===== config.mk =====
export PLATFORM = sky130hd
export DESIGN_NAME = grt_ctrl
export DESIGN_NICKNAME = d
export VERILOG_FILES = /design/src/grt_pkg.sv /design/src/grt_ctrl.sv
export SDC_FILE = /design/constraint.sdc
export NUM_CORES = 1
export LEC_CHECK = 0
export BUFFER_PORTS_ARGS = -buffer_cell sky130_fd_sc_hd__buf_2
export CAP_MARGIN = 15
export CORE_AREA = 2 2 39 41
export CTS_CLUSTER_DIAMETER = 150
export DETAILED_ROUTE_END_ITERATION = 6
export DIE_AREA = 0 0 41 43
export GPL_ROUTABILITY_DRIVEN = 0
export PLACE_DENSITY = 0.62
export SLEW_MARGIN = 30
export SYNTH_ARGS = -nofsm -noshare
export SYNTH_HDL_FRONTEND = slang
export SYNTH_SLANG_ARGS = --single-unit

===== constraint.sdc =====
create_clock -name clk -period 1.9 [get_ports clk]
set_input_delay 0 -clock clk [delete_from_list [all_inputs] [get_ports clk]]
set_output_delay 0 -clock clk [all_outputs]
set_load 0.01 [all_outputs]

===== src/grt_pkg.sv =====
// Shared types, constants and codes of the grid ray traversal block.
package grt_pkg;

	localparam int MAP_DIM_DEF = 64;
	localparam int MAX_REACH = 31;
	localparam int ANGLE_BITS = 12;
	localparam int PHASE_BITS = 16;
	localparam int RESULT_LIMIT = 63;
	localparam int DIV_W = 33;
	localparam int QUOT_W = 17;
	localparam int CNT_W = 5;

	localparam logic ACT_WRITE = 1'b0;
	localparam logic ACT_CAST = 1'b1;

	localparam logic REG_WIDTH = 1'b0;
	localparam logic REG_HEIGHT = 1'b1;

	localparam logic [1:0] OP_SIN = 2'd0;
	localparam logic [1:0] OP_COS = 2'd1;
	localparam logic [1:0] OP_RX = 2'd2;
	localparam logic [1:0] OP_RY = 2'd3;

	typedef struct packed {
		logic        action;
		logic [5:0]  cell_x;
		logic [5:0]  cell_y;
		logic        cell_blocked;
		logic        cell_transparent;
		logic [15:0] pos_x;
		logic [15:0] pos_y;
		logic [11:0] view_angle;
		logic [11:0] ray_offset;
		logic [4:0]  max_distance;
		logic        stop_on_wall;
	} req_t;

	typedef struct packed {
		logic [5:0] visit_x;
		logic [5:0] visit_y;
		logic       right_side;
		logic       top_side;
		logic       in_map;
		logic       last;
	} result_t;

	typedef struct packed {
		logic       clear_step;
		logic       write_cell;
		logic       load_cast;
		logic [1:0] sel;
		logic       mul;
		logic       div_start;
		logic       div_store;
		logic       side_init;
		logic       issue;
		logic       marker;
	} cmd_t;

	typedef struct packed {
		logic clear_done;
		logic div_done;
		logic cur_ok;
		logic halt;
		logic count_full;
		logic count_zero;
	} status_t;

endpackage


===== src/grt_ctrl.sv =====
// Controller state machine: clearing pass, item accept, setup sequence and walk.
module grt_ctrl (
	input  logic             clk,
	input  logic             arst_n,
	input  logic             start,
	input  logic             action,
	input  grt_pkg::status_t status,
	output grt_pkg::cmd_t    cmd,
	output logic             busy
);

	localparam logic [2:0] S_CLEAR = 3'd0;
	localparam logic [2:0] S_IDLE = 3'd1;
	localparam logic [2:0] S_MUL = 3'd2;
	localparam logic [2:0] S_DSTART = 3'd3;
	localparam logic [2:0] S_DWAIT = 3'd4;
	localparam logic [2:0] S_SIDE = 3'd5;
	localparam logic [2:0] S_WALK = 3'd6;

	logic [2:0] state_q, state_d;
	logic [1:0] sel_q, sel_d;

	always_comb begin
		state_d = state_q;
		sel_d = sel_q;
		cmd = '0;
		cmd.sel = sel_q;
		unique case (state_q)
			S_CLEAR: begin
				cmd.clear_step = 1'b1;
				if (status.clear_done) begin
					state_d = S_IDLE;
				end
			end
			S_IDLE: begin
				if (start) begin
					if (action == grt_pkg::ACT_CAST) begin
						cmd.load_cast = 1'b1;
						sel_d = grt_pkg::OP_SIN;
						state_d = S_MUL;
					end else begin
						cmd.write_cell = 1'b1;
					end
				end
			end
			S_MUL: begin
				cmd.mul = 1'b1;
				state_d = S_DSTART;
			end
			S_DSTART: begin
				cmd.div_start = 1'b1;
				state_d = S_DWAIT;
			end
			S_DWAIT: begin
				if (status.div_done) begin
					cmd.div_store = 1'b1;
					if (sel_q == grt_pkg::OP_RY) begin
						state_d = S_SIDE;
					end else begin
						sel_d = sel_q + 2'd1;
						state_d = S_MUL;
					end
				end
			end
			S_SIDE: begin
				cmd.side_init = 1'b1;
				state_d = S_WALK;
			end
			S_WALK: begin
				// A start cell outside the map yields the single marker result.
				if (status.count_zero && !status.cur_ok) begin
					cmd.marker = 1'b1;
					state_d = S_IDLE;
				end else if (status.halt) begin
					state_d = S_IDLE;
				end else begin
					cmd.issue = status.cur_ok && !status.count_full;
				end
			end
			default: state_d = S_IDLE;
		endcase
	end

	always_ff @(posedge clk or negedge arst_n) begin
		if (!arst_n) begin
			state_q <= S_CLEAR;
			sel_q <= grt_pkg::OP_SIN;
		end else begin
			state_q <= state_d;
			sel_q <= sel_d;
		end
	end

	assign busy = state_q != S_IDLE;

endmodule


**Word level (Yosys, flattened, before mapping)**

Index checks and enable logic that the tools add are counted.
Widths: inputs -> output; s select.

- Output and inout bits: 12
- Register bits after elaboration: 5

- Reduce and logical (&&, ||, !) cells: 8
- $add $sub $neg: 1
- Mux-type cells: 27
- Equality and inequality tests: 14

Operators by type and width:

| cell | count |
|---|---|
| $mux 3 | 7 |
| $pmux 3 s7 | 1 |
| $mux 2 | 7 |
| $mux 1 | 11 |
| $ne 2x2->1 const B | 5 |
| $reduce_and 5->1 | 2 |
| $eq 3x3->1 const B | 3 |
| $eq 3x2->1 const B | 2 |
| $pmux 2 s2 | 1 |
| $eq 3x1->1 const B | 1 |
| $logic_not 3->1 | 1 |
| $ne 3x1->1 const B | 1 |
| $ne 3x3->1 const B | 1 |
| $add 2x1->2 const B | 1 |
| $eq 2x2->1 const B | 1 |
| $logic_and 1x1->1 | 2 |
| $logic_not 1->1 | 2 |
| $reduce_bool 2->1 | 1 |

**Longest topological paths before layout**

Gate-level depths: netlist (run 1).

- Depth in word-level cells: 5
- Depth in mapped cells: 5
- Mapped depth without buffers: 4

**Worst setup path after synthesis (run 1)**

Ideal clock, no wire load.

- Path kind: register to register
- From: register state_q[0]
- To: register state_q[2]
- Period minus slack after synthesis: 1.498 ns
- Slack: 0.402 ns
- Stages on the path, launching flop included: 6
- Arrival time: 1.373 ns
- Buffers on the path: 1
- Required time: 1.775 ns
- Cell sequence: dfrtp_1 -> buf_6 -> nor3_1 -> nand2b_1 -> o211ai_4 -> mux2_4

- Word-level cells in the longest chain between the ends: 3
- Elaborated cells between the ends (all ways): 14

RTL lines:

| item | line | text |
|---|---|---|
| from (decl) | grt_ctrl.sv:20 | `logic [2:0] state_q, state_d;` |
| from (signal assigned) | grt_ctrl.sv:89 | `state_q <= state_d;` |
| $eq 3x3->1 (tied with other cells) | grt_ctrl.sv:28 | `unique case (state_q)` |
| $ne 3x3->1 (no line) / $ne 2x2->1 (equally long branches) | - |  |
| $reduce_and 5->1 (no line) | - |  |

Several ways; a longest one is shown, not always the timed one.
A chain may end at the register's enable or synchronous reset.

==> flow_results.org, run 1 <==
** Clocking
- After clock tree synthesis, the clock-pin slew on the worst setup and hold paths is 0.04 ns.
- H-tree lvl count :: 1
- Post-CTS timing repair inserted 0 buffers for setup.
- Counting the buffers created by CTS gives 3.
- Clock tree from TritonCTS :: done
- Counting every sink on the clock net gives 5.
- Clock tree buffer depth :: 2
- Worst-Skew Late Latency :: 0.24 ns
- Cell at the root of the clock tree :: sky130_fd_sc_hd__clkbuf_4

** Global routing
- Pin count of the biggest net entering global routing :: 13
- Final global-route overflow total :: 0
- First-pass GRT wire length :: 1.54 mm
- Antenna violations before repair :: 0
- Via count of the first global-routing pass :: 386
- Total routing usage reported by global routing :: 12.7%

** Logic synthesis
- Avg Synthesized Cell Area :: 9.16 um2
- Instance count of the mapped netlist :: 50
- Counting every net in the synthesized netlist gives 61.
- Total number of yosys warnings :: 0
- The synthesized design contains 5 register bits.
- Netlist area before placement :: 458 um2
- Share of the yosys chip area belonging to registers :: 27.3%
- Yosys mapped the design onto 27 distinct sky130hd cell types.

** Pwr
- Leakage dissipation :: 0.303 nW
- Cell internal power dissipation :: 0.481 mW
- In this run the power density over the cells is 1490 mW/mm2.
- Net switching is 45.6% of the power.
- The worst-case IR drop observed on VDD is 0.749 mV.
- Per report_power, the combinational group accounts for 55.9% of the total.
- P_sw :: 0.403 mW
- The clock network accounts for 13.6% of the total power.
- Share of total power in sequential cells :: 30.5%
- Total power of the final layout :: 0.883 mW

** STA
- Crit share post-route :: 85.0%
- Total of endpoints with negative setup slack in the final report :: 0
- Final setup skew :: 0.00498 ns
- Setup repair after global routing left no endpoint under its margin.
- The number of endpoints with negative hold slack in the final report is 0.
- F_max :: 0.620 GHz
- For the pin with the worst max-slew slack, the measured transition is 0.424 ns.
- Total Negative Setup Slacks :: 0 ns
- Fin crit period :: 1.61 ns
- The number of max-slew violations in the final report is 0.
- In this run the tightest slew margin relative to its limit is 71.8%.

** Worst hold path
- The path class of the tightest hold or removal check is input port to asynchronous set/reset pin.

** Floorplan
- Placeable Area :: 0.00138 mm2
- Num ports :: 22
- The floorplan step set the die height to 43 um.
- Die ar. :: 0.00176 mm2
- Die Wd :: 41 um
- Row count :: 14
- Once the floorplan was initialized, standard cells occupied 33.1% of the core.

** Finish
- Most frequent cells in the layout :: sky130_fd_sc_hd__buf_2 (21), sky130_fd_sc_hd__nor2_1 (6), sky130_fd_sc_hd__dfrtp_1 (5)
- Antenna diode instance count :: 0
- The area growth from synthesis to layout is 29.2%.
- The library cell used most frequently in the layout, excluding fill and tap cells, is sky130_fd_sc_hd__buf_2.
- Layout cell share with drive strength beyond 1 :: 45.2%
- For this run, the post-layout net count is 85.
- After filler insertion, the fill cell instance count of the layout stands at 158.
- Combined area of the multi-input logic cells :: 287 um2
- Footprint of the flip-flops and latches :: 125 um2

** Routing
- Ratio of routed vias to standard cells :: 4.71
- Antenna Violating Nets Remaining :: 0
- After the first detailed-routing iteration, the DRC count stood at 3.
- Total length of routed wires :: 931 um
- For this run, design rule violations remaining after detail routing come to 0.
- Post-DR wirelength/cell :: 10.5 um
- Count of vias placed by the detailed router :: 419
- The first detailed-routing pass took 3 iterations.

** Critical path
- STA classifies the critical path startpoint as a flop.
- Slowest Stage Delay on Critical Path :: 0.59 ns
- Critical path start-end classification :: flop to output port
- Critical path peak fanout :: 9
- Arrival time reported for the critical path endpoint :: 1.61 ns
- Critical path capture point type :: output port
- The critical path goes through inv_2, nor3_1, and3_1, buf_2.
- Crit path buffers/inverters :: 2
- Critical path's top delay family :: flip-flops
- Minimum setup slack among reg-to-reg paths :: 0.33 ns
- Cell type of the slowest stage on the worst timing path :: sky130_fd_sc_hd__dfrtp_1
- At the worst endpoint, the required time is 1.90 ns.

** Place
- In this run the tool buffered the top-level ports with 21 buffer cells.
- Summed over all nets, the half-perimeter wirelength after detailed placement is 751 um.

** Run
- The tool flagged a number of max-cap violations equal to 0.

** Status
- The flow ran to the end, and the final reports show no timing, DRC or antenna violations.
## per-layer routing
metal  share of wire (%)  routed length [um]  global-route usage [%]  vias up
met4                   0                   0                    2.00        0
met2                  44                 414                    19.7       15
met3                  10                  96                    7.33        0
met5                   0                   0                       0        -
li1                    -                   -                       -      219
met1                  45                 419                    15.1      185
## metrics by stage
step | setup WS, ns | cells | cell area [um2] | utilization, % | hold slack [ns]
after floorplan | 0.402 | 50 | 458 | - | -0.296
after global placement | 0.369 | 84 | 556 | 40.1 | -0.182
after detailed placement | 0.331 | 84 | 556 | 40.1 | -0.177
after CTS | 0.280 | 89 | 592 | 42.8 | 0.0959
after global routing | 0.141 | 89 | 592 | 42.8 | 0.110
final | 0.286 | 89 | 592 | 42.8 | 0.105
## what timing repair did
item | in CTS | in global routing
gates resized for setup | 0 | 0
hold buffers | 1 | 0
endpoints found under the setup margin | 0 | 0
hold endpoints to repair | 5 | 0
## final timing paths
check | start | endpoint | cells past startpoint
min in group clk | status[0] | state_q[1] | 4
worst min-delay path | arst_n | state_q[2] | 2
max in group asynchronous | arst_n | sel_q[0] | 2
worst max-delay path | state_q[0] | cmd[8] | 4
worst min register to register | sel_q[0] | sel_q[0] | 1
worst max register to register | state_q[2] | state_q[2] | 4
## registers in the layout, summed over array words and instances (netlist names)
signal	cells
sel_q	2
state_q	3
## cells in the mapped netlist, drive strengths merged
| cell type | count | area, um2 |
|---|---|---|
| mux2i | 2 | 20.0 |
| o21a | 1 | 7.51 |
| buf | 3 | 27.5 |
| nor3 | 4 | 25.0 |
| dfrtp | 5 | 125 |
| nand2 | 5 | 21.3 |
| o22ai | 2 | 12.5 |
| o21ai | 2 | 10.0 |
| o211ai | 1 | 21.3 |
| nor2 | 6 | 22.5 |
| a31oi | 1 | 21.3 |
| mux2 | 1 | 15.0 |
| nand2b | 3 | 21.3 |
| and4bb | 1 | 12.5 |
| nor3b | 2 | 26.3 |
| and3 | 1 | 6.26 |
| a21oi | 1 | 5.00 |
| inv | 5 | 18.8 |
| ha | 1 | 12.5 |
| and3b | 1 | 8.76 |
| o22a | 2 | 17.5 |
## cell families after synthesis
| logic type | count (synthesis) | synth area share [%] |
|---|---|---|
| adder cells (fa/ha/maj) | 1 | 2.73 |
| AO/OA/AOI/OAI | 10 | 20.8 |
| flip-flops | 5 | 27.3 |
| buffers and inverters | 8 | 10.1 |
| multiplexers | 3 | 7.65 |
| AND/OR/NAND/NOR | 23 | 31.4 |
## cell type report
type | count | share of cell area, %
clock buffers | 4 | 4.44
inverters | 5 | 3.17
multi-input cells | 37 | 48.4
flip-flops and latches | 5 | 21.1
well taps | 16 | 3.38
repair buffers | 22 | 19.5
## power by group through the flow
| stage | Clock, mW | Combinational, mW | Sequential [mW] |
|---|---|---|---|
| 3_5_place_dp | 0 | 0.495 | 0.271 |
| 6_report | 0.121 | 0.494 | 0.269 |
| 3_3_place_gp | 0 | 0.493 | 0.270 |
| 2_1_floorplan | 0 | 0.477 | 0.194 |
| 5_1_grt | 0.137 | 0.543 | 0.286 |
| 4_1_cts | 0.127 | 0.498 | 0.270 |
No activity file was read; power rests on OpenSTA's default activity.
==> run 2: changes to the inputs <==
--- a/config.mk
+++ b/config.mk
@@ -5,6 +5,7 @@
 export SDC_FILE = /design/constraint.sdc
 export NUM_CORES = 1
 export LEC_CHECK = 0
+export ABC_AREA = 1
 export BUFFER_PORTS_ARGS = -buffer_cell sky130_fd_sc_hd__buf_2
 export CAP_MARGIN = 15
 export CORE_AREA = 2 2 39 41
@@ -12,7 +13,7 @@
 export DETAILED_ROUTE_END_ITERATION = 6
 export DIE_AREA = 0 0 41 43
 export GPL_ROUTABILITY_DRIVEN = 0
-export PLACE_DENSITY = 0.62
+export PLACE_DENSITY = 0.66
 export SLEW_MARGIN = 30
 export SYNTH_ARGS = -nofsm -noshare
 export SYNTH_HDL_FRONTEND = slang
==> constraint.sdc (replaced) <==
create_clock -name clk -period 1.35 [get_ports clk]
set_input_delay 0 -clock clk [delete_from_list [all_inputs] [get_ports clk]]
set_output_delay 0 -clock clk [all_outputs]
set_load 0.01 [all_outputs]
==> flow_results.org, run 2 <==
** Global routing
- Antenna violations before repair :: 0 (unchanged)
- The via count of the first global-routing pass was 397 (+2.8%).
- The total overflow reported by the global router was 0 (unchanged).
- The maximum number of pins on one net before global-route repair came to 9 (-4).
- The wire length of the first global-routing pass was 1.59 mm (+3.6%).
- The overall global routing resource usage is 13.2% (+0.49 points).

** Clocking
- Number of clock buffers inserted by TritonCTS :: 3 (unchanged)
- H-tree lvl count :: 1 (unchanged)
- The clock-pin slew reported for the worst setup and hold paths after clock tree synthesis came to 0.04 ns (about the same).
- Cell at the root of the clock tree :: sky130_fd_sc_hd__clkbuf_4
- Sink Count :: 5 (unchanged)
- Worst-Skew Late Latency :: 0.24 ns (about the same)
- Post-CTS setup buffer count :: 0 (unchanged)
- The largest buffer count on any clock path was 2 (unchanged).
- TritonCTS built the clock tree.

** Critical path
- The count of buffering cells on the critical path with inverters included is 1 (-1).
- The worst setup path is launched from a flop.
- The data arrival time at the worst-slack endpoint is 1.25 ns (-0.36 ns).
- The signal on the critical path passes through nor2_8, nand2_4, nor3b_1, buf_2.
- The worst setup path is of the flop to output port kind.
- Critical path peak fanout :: 8 (-1)
- Data required, critical path :: 1.35 ns (-0.55 ns)
- STA classifies the critical path endpoint as an output port.
- Among cell families on the critical path, the largest total delay comes from flip-flops.
- On the critical path, the stage with the largest delay is an instance of sky130_fd_sc_hd__dfrtp_2.
- Slowest Stage Delay on Critical Path :: 0.48 ns (-0.11 ns)

** Floorplan
- The number of placed I/O pins is 22 (unchanged).
- Die ar. :: 0.00176 mm2 (unchanged)
- The standard cell core area was 0.00138 mm2 (unchanged).
- The x dimension of the die was 41 um (unchanged).
- The overall die height is 43 um (unchanged).
- The cell row count was 14 (unchanged).
- Initial core utilization :: 33.7% (+0.63 points)

** Status
- The flow ran to the end, and the final reports show no timing, DRC or antenna violations.

** Pwr
- The switching fraction of total power is 50.1% (+4.5 points).
- The share of total power in combinational logic was 58.3% (+2.4 points).
- Share of total power in sequential cells :: 26.8% (-3.7 points)
- Power per Cell Area :: 1870 mW/mm2 (+25%)
- The net load switching power is 0.580 mW (+44%).
- The clock share of power is 14.9% (+1.3 points).
- The design internal power is 0.578 mW (+20%).
- The maximum VDD drop was 0.656 mV (-12%).
- The standby leakage power came to 0.372 nW (+23%).

** Logic synthesis
- The warning count from the yosys run came to 0 (unchanged).
- The share of synthesized flip-flops with an asynchronous set or reset is 100% (unchanged).
- The total nets after synthesis came to 84 (+38%).
- Netlist area before placement :: 467 um2 (+1.9%)
- Avg Synthesized Cell Area :: 6.39 um2 (-30%)
- Share of the yosys chip area belonging to registers :: 26.8% (-0.51 points)
- The gate count after technology mapping is 73 (+46%).
- The count of cell types in the netlist is 17 (-37%).
- Yosys attributes the largest share of cell area to sky130_fd_sc_hd__dfrtp_1 (27%), sky130_fd_sc_hd__nand2_1 (16%), sky130_fd_sc_hd__inv_1 (8.8%), sky130_fd_sc_hd__nor2_1 (8.0%), sky130_fd_sc_hd__nand3_1 (7.5%).
- The biggest area contributor in the post-synthesis netlist is sky130_fd_sc_hd__dfrtp_1.
- Number of register bits inferred by synthesis :: 5 (unchanged)
- The number of enable-type register cells in the synthesized netlist was 0 (unchanged).
- Area share of the largest cell type after synthesis :: 26.8% (-0.51 points)
- Cell with the most instances after synthesis :: sky130_fd_sc_hd__nand2_1
- Counting instances in the post-synthesis netlist gives the leading cell types as sky130_fd_sc_hd__nand2_1 (20), sky130_fd_sc_hd__inv_1 (11), sky130_fd_sc_hd__nor2_1 (10).
- For this run, the leading register cell type out of synthesis is sky130_fd_sc_hd__dfrtp_1.

** Place
- The placed wire-length estimate after detailed placement came to 821 um (+9.2%).
- Post-placement cell count :: 108 (+29%)
- PortBufs :: 21 (unchanged)
- Post-placement setup slack :: 0.0953 ns (-0.235 ns)

** Finish
- Antenna diode instance count :: 0 (unchanged)
- The utilization after layout was 44.8% (+2.0 points).
- Most common cell after layout, fill and taps aside :: sky130_fd_sc_hd__buf_2
- Largest registers :: state_q: 3 flops, sel_q: 2 flops
- From synthesis to final layout, the design area changed by 32.7%.
- The register with the most flip-flops in the final layout is state_q.
- Layout cell share with drive strength beyond 1 :: 40.2% (-5.0 points)
- Max FFs per register :: 3 (unchanged)
- In the layout the commonest cells are sky130_fd_sc_hd__buf_2 (21), sky130_fd_sc_hd__nand2_1 (20), sky130_fd_sc_hd__inv_1 (11).
- Number of nets in the final layout :: 109 (+28%)
- Post-layout instance count excluding filler cells :: 113 (+27%)

** STA
- Total of endpoints with negative setup slack in the final report :: 0 (unchanged)
- The number of endpoints with negative hold slack in the final report came to 0 (unchanged).
- The transition at the pin with the smallest max-transition slack came to 0.224 ns (-0.199 ns).
- F_max :: 0.797 GHz
- Worst hold slack across all endpoints :: 0.0968 ns (-0.00789 ns)
- Fin crit period :: 1.25 ns
- Total Negative Setup Slacks :: 0 ns (unchanged)
- Final setup skew :: 0.000670 ns (-0.00431 ns)
- The number of max-slew violations in the final report came to 0 (unchanged).
- Unrepaired setup endpoints after global routing :: false
- Post-route worst setup slack :: 0.0953 ns (-0.191 ns)
- Crit share post-route :: 92.9%
- The headroom to the max-slew limit came to 85.0% (+13 points).

** Worst hold path
- Hold/Removal Path Class :: input port to asynchronous set/reset pin

** Routing
- Routed wire length on met3 :: 77 um (-20%)
- Ratio of routed vias to standard cells :: 4.53 (-3.8%)
- The DRC marker count from the first detailed-route iteration was 13 (+10).
- DRC :: 0 (unchanged)
- Routed signal wires occupy layers up through met3.
- Total length of routed wires :: 990 um (+6.3%)
- Antenna Violating Nets Remaining :: 0 (unchanged)
- The routed via count is 512 (+22%).
- Met1 wire length :: 428 um (+2.1%)
- Met2 WL post-DR :: 484 um (+17%)
- Post-DR wirelength/cell :: 8.76 um (-16%)
- Number of iterations in the first detailed-routing pass :: 4 (+1)

** Run
- The number of max-cap violations is 0 (unchanged).
run 2: worst paths after layout:
path	startpoint	endpoint	slack (ns)	cells past startpoint
worst max register to register	sel_q[0]	sel_q[0]	0.14	8
max in group asynchronous	arst_n	state_q[2]	1.11	2
worst max-delay path	state_q[1]	cmd[9]	0.1	4
worst min-delay path	arst_n	state_q[0]	0.1	2
worst min register to register	sel_q[1]	sel_q[1]	0.51	2
min in group clk	start	state_q[0]	0.10	4
run 2: timing repair:
| item | CTS | global route |
|---|---|---|
| endpoints found under the setup margin | 1 | 1 |
| resized for setup | 1 | 3 |
| hold buffers | 1 | 0 |
| endpoints found under the hold margin | 5 | 0 |
run 2: cells by family (layout without fill, tap and decap cells):
logic type	count (synthesis)	count (layout)	share of synthesized area, %
compound gates	4	4	4.29
buf+inv	16	40	16.1
fa+ha+maj	1	1	2.68
flops	5	5	26.8
simple gates	47	47	50.1
run 2: stage by stage:
stage	area (um2)	power, mW
4_1_cts	607	1.16
3_3_place_gp	569	0.976
2_1_floorplan	467	0.841
3_5_place_dp	569	0.978
6_report	619	1.16
5_1_grt	619	1.29
run 2: layout make-up:
cell class | count | area (um2)
multi-input combinational | 52 | 278
fill | 160 | 764
timing repair buffer | 22 | 115
sequential | 5 | 128
clock buffer | 4 | 26.3
inverter | 14 | 52.6
tap | 16 | 20.0
run 2: power groups by stage:
stage	registers [mW]	clock network [mW]	logic (mW)
global placement	0.300	0	0.676
CTS	0.305	0.177	0.682
floorplan	0.250	0	0.591
detailed placement	0.303	0	0.674
global route	0.320	0.191	0.779
finish	0.310	0.173	0.675
run 2: layer usage:
layer  up-vias  track usage, %
li1        269               -
met1       222            16.7
met2        21            19.4
met3         0            6.28
met4         0            4.00
met5         -               0
==> run 3: changes to the inputs <==
--- a/config.mk
+++ b/config.mk
@@ -6,7 +6,7 @@
 export NUM_CORES = 1
 export LEC_CHECK = 0
 export ABC_AREA = 1
-export BUFFER_PORTS_ARGS = -buffer_cell sky130_fd_sc_hd__buf_2
+export BUFFER_PORTS_ARGS = -buffer_cell sky130_fd_sc_hd__clkbuf_2
 export CAP_MARGIN = 15
 export CORE_AREA = 2 2 39 41
 export CTS_CLUSTER_DIAMETER = 150
==> flow_results.org, run 3 (synthesized netlist as in run 2, its figures left out) <==
** Clocking
- TritonCTS built the clock tree.
- The clock latency reported for the late side of the worst-skew pair is 0.24 ns (about the same).
- Clock transition at the registers of the reported paths :: 0.04 ns (about the same)
- Clock tree buffer depth :: 2 (unchanged)
- The number of clock sinks seen by CTS was 5 (unchanged).
- The TritonCTS buffer count was 3 (unchanged).
- Cell at the root of the clock tree :: sky130_fd_sc_hd__clkbuf_4
- H-tree lvl count :: 1 (unchanged)

** Global routing
- Via count of the first global-routing pass :: 374 (-5.8%)
- Pin count of the biggest net entering global routing :: 9 (unchanged)
- The number of antenna violations at the first check in global routing came to 0 (unchanged).
- First-pass GRT wire length :: 1.51 mm (-5.1%)
- The total overflow reported by the global router was 0 (unchanged).
- The overall global routing resource usage came to 12.8% (-0.43 points).

** Place
- PortBufs :: 21 (unchanged)
- The worst setup slack after placement is 0.103 ns (+0.00737 ns).
- The placed wire-length estimate after detailed placement is 822 um (+0.12%).
- The placed instance count is 108 (unchanged).

** Pwr
- Share of total power in sequential cells :: 25.5% (-1.3 points)
- Clock share of power :: 14.5% (-0.4 points)
- Fraction of power consumed by combinational cells :: 60.1% (+1.8 points)
- Worst vdd rail ir drop :: 0.828 mV (+26%)
- The ratio of total power to cell area was 1890 mW/mm2 (+1.2%).
- Total power of the final layout :: 1.20 mW (+3.8%)
- Leakage dissipation :: 0.376 nW (+0.96%)
- The design internal power was 0.606 mW (+5.0%).
- Sw Share :: 49.6% (-0.55 points)
- P_sw :: 0.596 mW (+2.7%)

** Routing
- Antenna Violating Nets Remaining :: 0 (unchanged)
- The DRC marker count from the first detailed-route iteration was 9 (-4).
- Ratio of routed vias to standard cells :: 4.42 (-2.5%)
- The final wirelength is 1.02 mm (+3.4%).
- The iteration count of the initial detailed-routing pass came to 4 (unchanged).
- The number of DRC violations after detailed routing is 0 (unchanged).
- The mean routed wirelength per cell was 8.90 um (+1.6%).
- The routed via count came to 508 (-0.78%).

** Status
- Result of the run :: finished, final reports clean

** Floorplan
- The x dimension of the die was 41 um (unchanged).
- Num ports :: 22 (unchanged)
- Row count :: 14 (unchanged)
- Initial core utilization :: 33.7% (unchanged)
- The standard cell core area was 0.00138 mm2 (unchanged).
- Die ar. :: 0.00176 mm2 (unchanged)
- The overall die height is 43 um (unchanged).

** STA
- The slack of the critical path is 0.0808 ns (-0.0146 ns).
- Worst rel slew slack :: 80.8% (-4.3 points)
- Total Negative Setup Slacks :: 0 ns (unchanged)
- Final setup skew :: 0.00239 ns (+0.00172 ns)
- The transition at the pin with the smallest max-transition slack was 0.288 ns (+0.0640 ns).
- The maximum clock frequency came to 0.788 GHz (-1.1%).
- The minimum period implied by the final worst setup slack was 1.27 ns (+0.0146 ns).
- The final hold slack came to 0.104 ns (+0.00711 ns).
- Total of endpoints with negative setup slack in the final report :: 0 (unchanged)
- The number of endpoints with negative hold slack in the final report is 0 (unchanged).
- Count of final max-slew check failures :: 0 (unchanged)
- Unrepaired setup endpoints after global routing :: true
- Crit share post-route :: 94.0% (+1.1 points)

** Critical path
- The setup path with the least slack is of type flop to output port.
- Launching element of the worst setup path :: state_q[1]
- The maximum net fanout on the critical path came to 8 (unchanged).
- Startpoint of the worst-slack reg-to-reg timing path :: state_q[2]
- FF-to-FF path depth :: 7 (-1)
- Following the worst setup path forward leads to its endpoint at cmd[9].
- STA classifies the critical path startpoint as a flop.
- Critical path capture point type :: output port
- FF-to-FF End :: state_q[2]
- The slack of the worst reg-to-reg path came to 0.13 ns (about the same).
- Data required, critical path :: 1.35 ns (about the same)
- Arrival time reported for the critical path endpoint :: 1.27 ns (+0.02 ns)

** Run
- The number of max-cap violations is 0 (unchanged).

** Finish
- Layout cell share with drive strength beyond 1 :: 41.4% (+1.2 points)
- The number of flip-flops under the largest register name is 3 (unchanged).
- Post-synthesis to final-layout area growth :: 36.2%
- The antenna cell count was 0 (unchanged).
- The largest registers in the layout are state_q: 3 flops, sel_q: 2 flops.
- Biggest register :: state_q
- In the layout the commonest cells are sky130_fd_sc_hd__nand2_1 (20), sky130_fd_sc_hd__clkbuf_2 (20), sky130_fd_sc_hd__inv_1 (11).
- The number of nets in the final layout came to 111 (+1.8%).
- The final cell count without fillers came to 115 (+1.8%).

** Worst hold path
- The min-delay analysis places its worst path in the category input port to asynchronous set/reset pin.
run 3: power by group through the flow:
stage | Sequential (mW) | Clock (mW) | Combinational (mW)
floorplan | 0.250 | 0 | 0.591
global placement | 0.301 | 0 | 0.676
detailed placement | 0.303 | 0 | 0.675
CTS | 0.304 | 0.181 | 0.682
global route | 0.312 | 0.191 | 0.830
finish | 0.306 | 0.174 | 0.723
run 3: metrics by stage:
| step | area (um2) | util [%] |
|---|---|---|
| final | 636 | 45.9 |
| after global routing | 636 | 45.9 |
| after CTS | 607 | 43.9 |
| after detailed placement | 569 | 41.1 |
| after global placement | 569 | 41.1 |
| after floorplan | 467 | - |
run 3: final cells by class:
type	instances	area, um2
Tap cell	16	20.0
Clock buffer	4	26.3
Timing Repair Buffer	24	130
Multi-Input combinational cell	52	280
Fill cell	152	748
Inverter	14	52.6
Sequential cell	5	126
run 3: worst min-delay path by stage:
stage | start | slack (ns) | end | cells past startpoint
after floorplan | arst_n | -0.30 | sel_q[0] | 0
after global placement | arst_n | -0.18 | state_q[2] | 1
after detailed placement | arst_n | -0.17 | state_q[2] | 1
after CTS | start | 0.1 | state_q[0] | 4
after global routing | arst_n | 0.12 | sel_q[1] | 2
final | arst_n | 0.10 | state_q[2] | 2
run 3: worst max-delay path: stages, from the launching register on:
cell,delay [ns]
sky130_fd_sc_hd__dfrtp_2,0.49
sky130_fd_sc_hd__nor2_8,0.16
sky130_fd_sc_hd__nand2_4,0.06
sky130_fd_sc_hd__nor3b_1,0.16
sky130_fd_sc_hd__buf_2,0.15
run 3: timing repair:
action | CTS | global route
resized for setup | 1 | 4
hold buffers | 1 | 0
buffers inserted | 0 | 2
endpoints found under the hold margin | 5 | 0
pin swaps | 0 | 1
endpoints found under the setup margin | 1 | 4
run 3: per-layer routing:
metal  vias to the layer above  global-route usage [%]  wire (um)
met1                       216                    16.0        426
met3                         0                    6.28         77
li1                        271                       -          -
met4                         0                    4.00          0
met5                         -                       0          0
met2                        21                    18.8        520
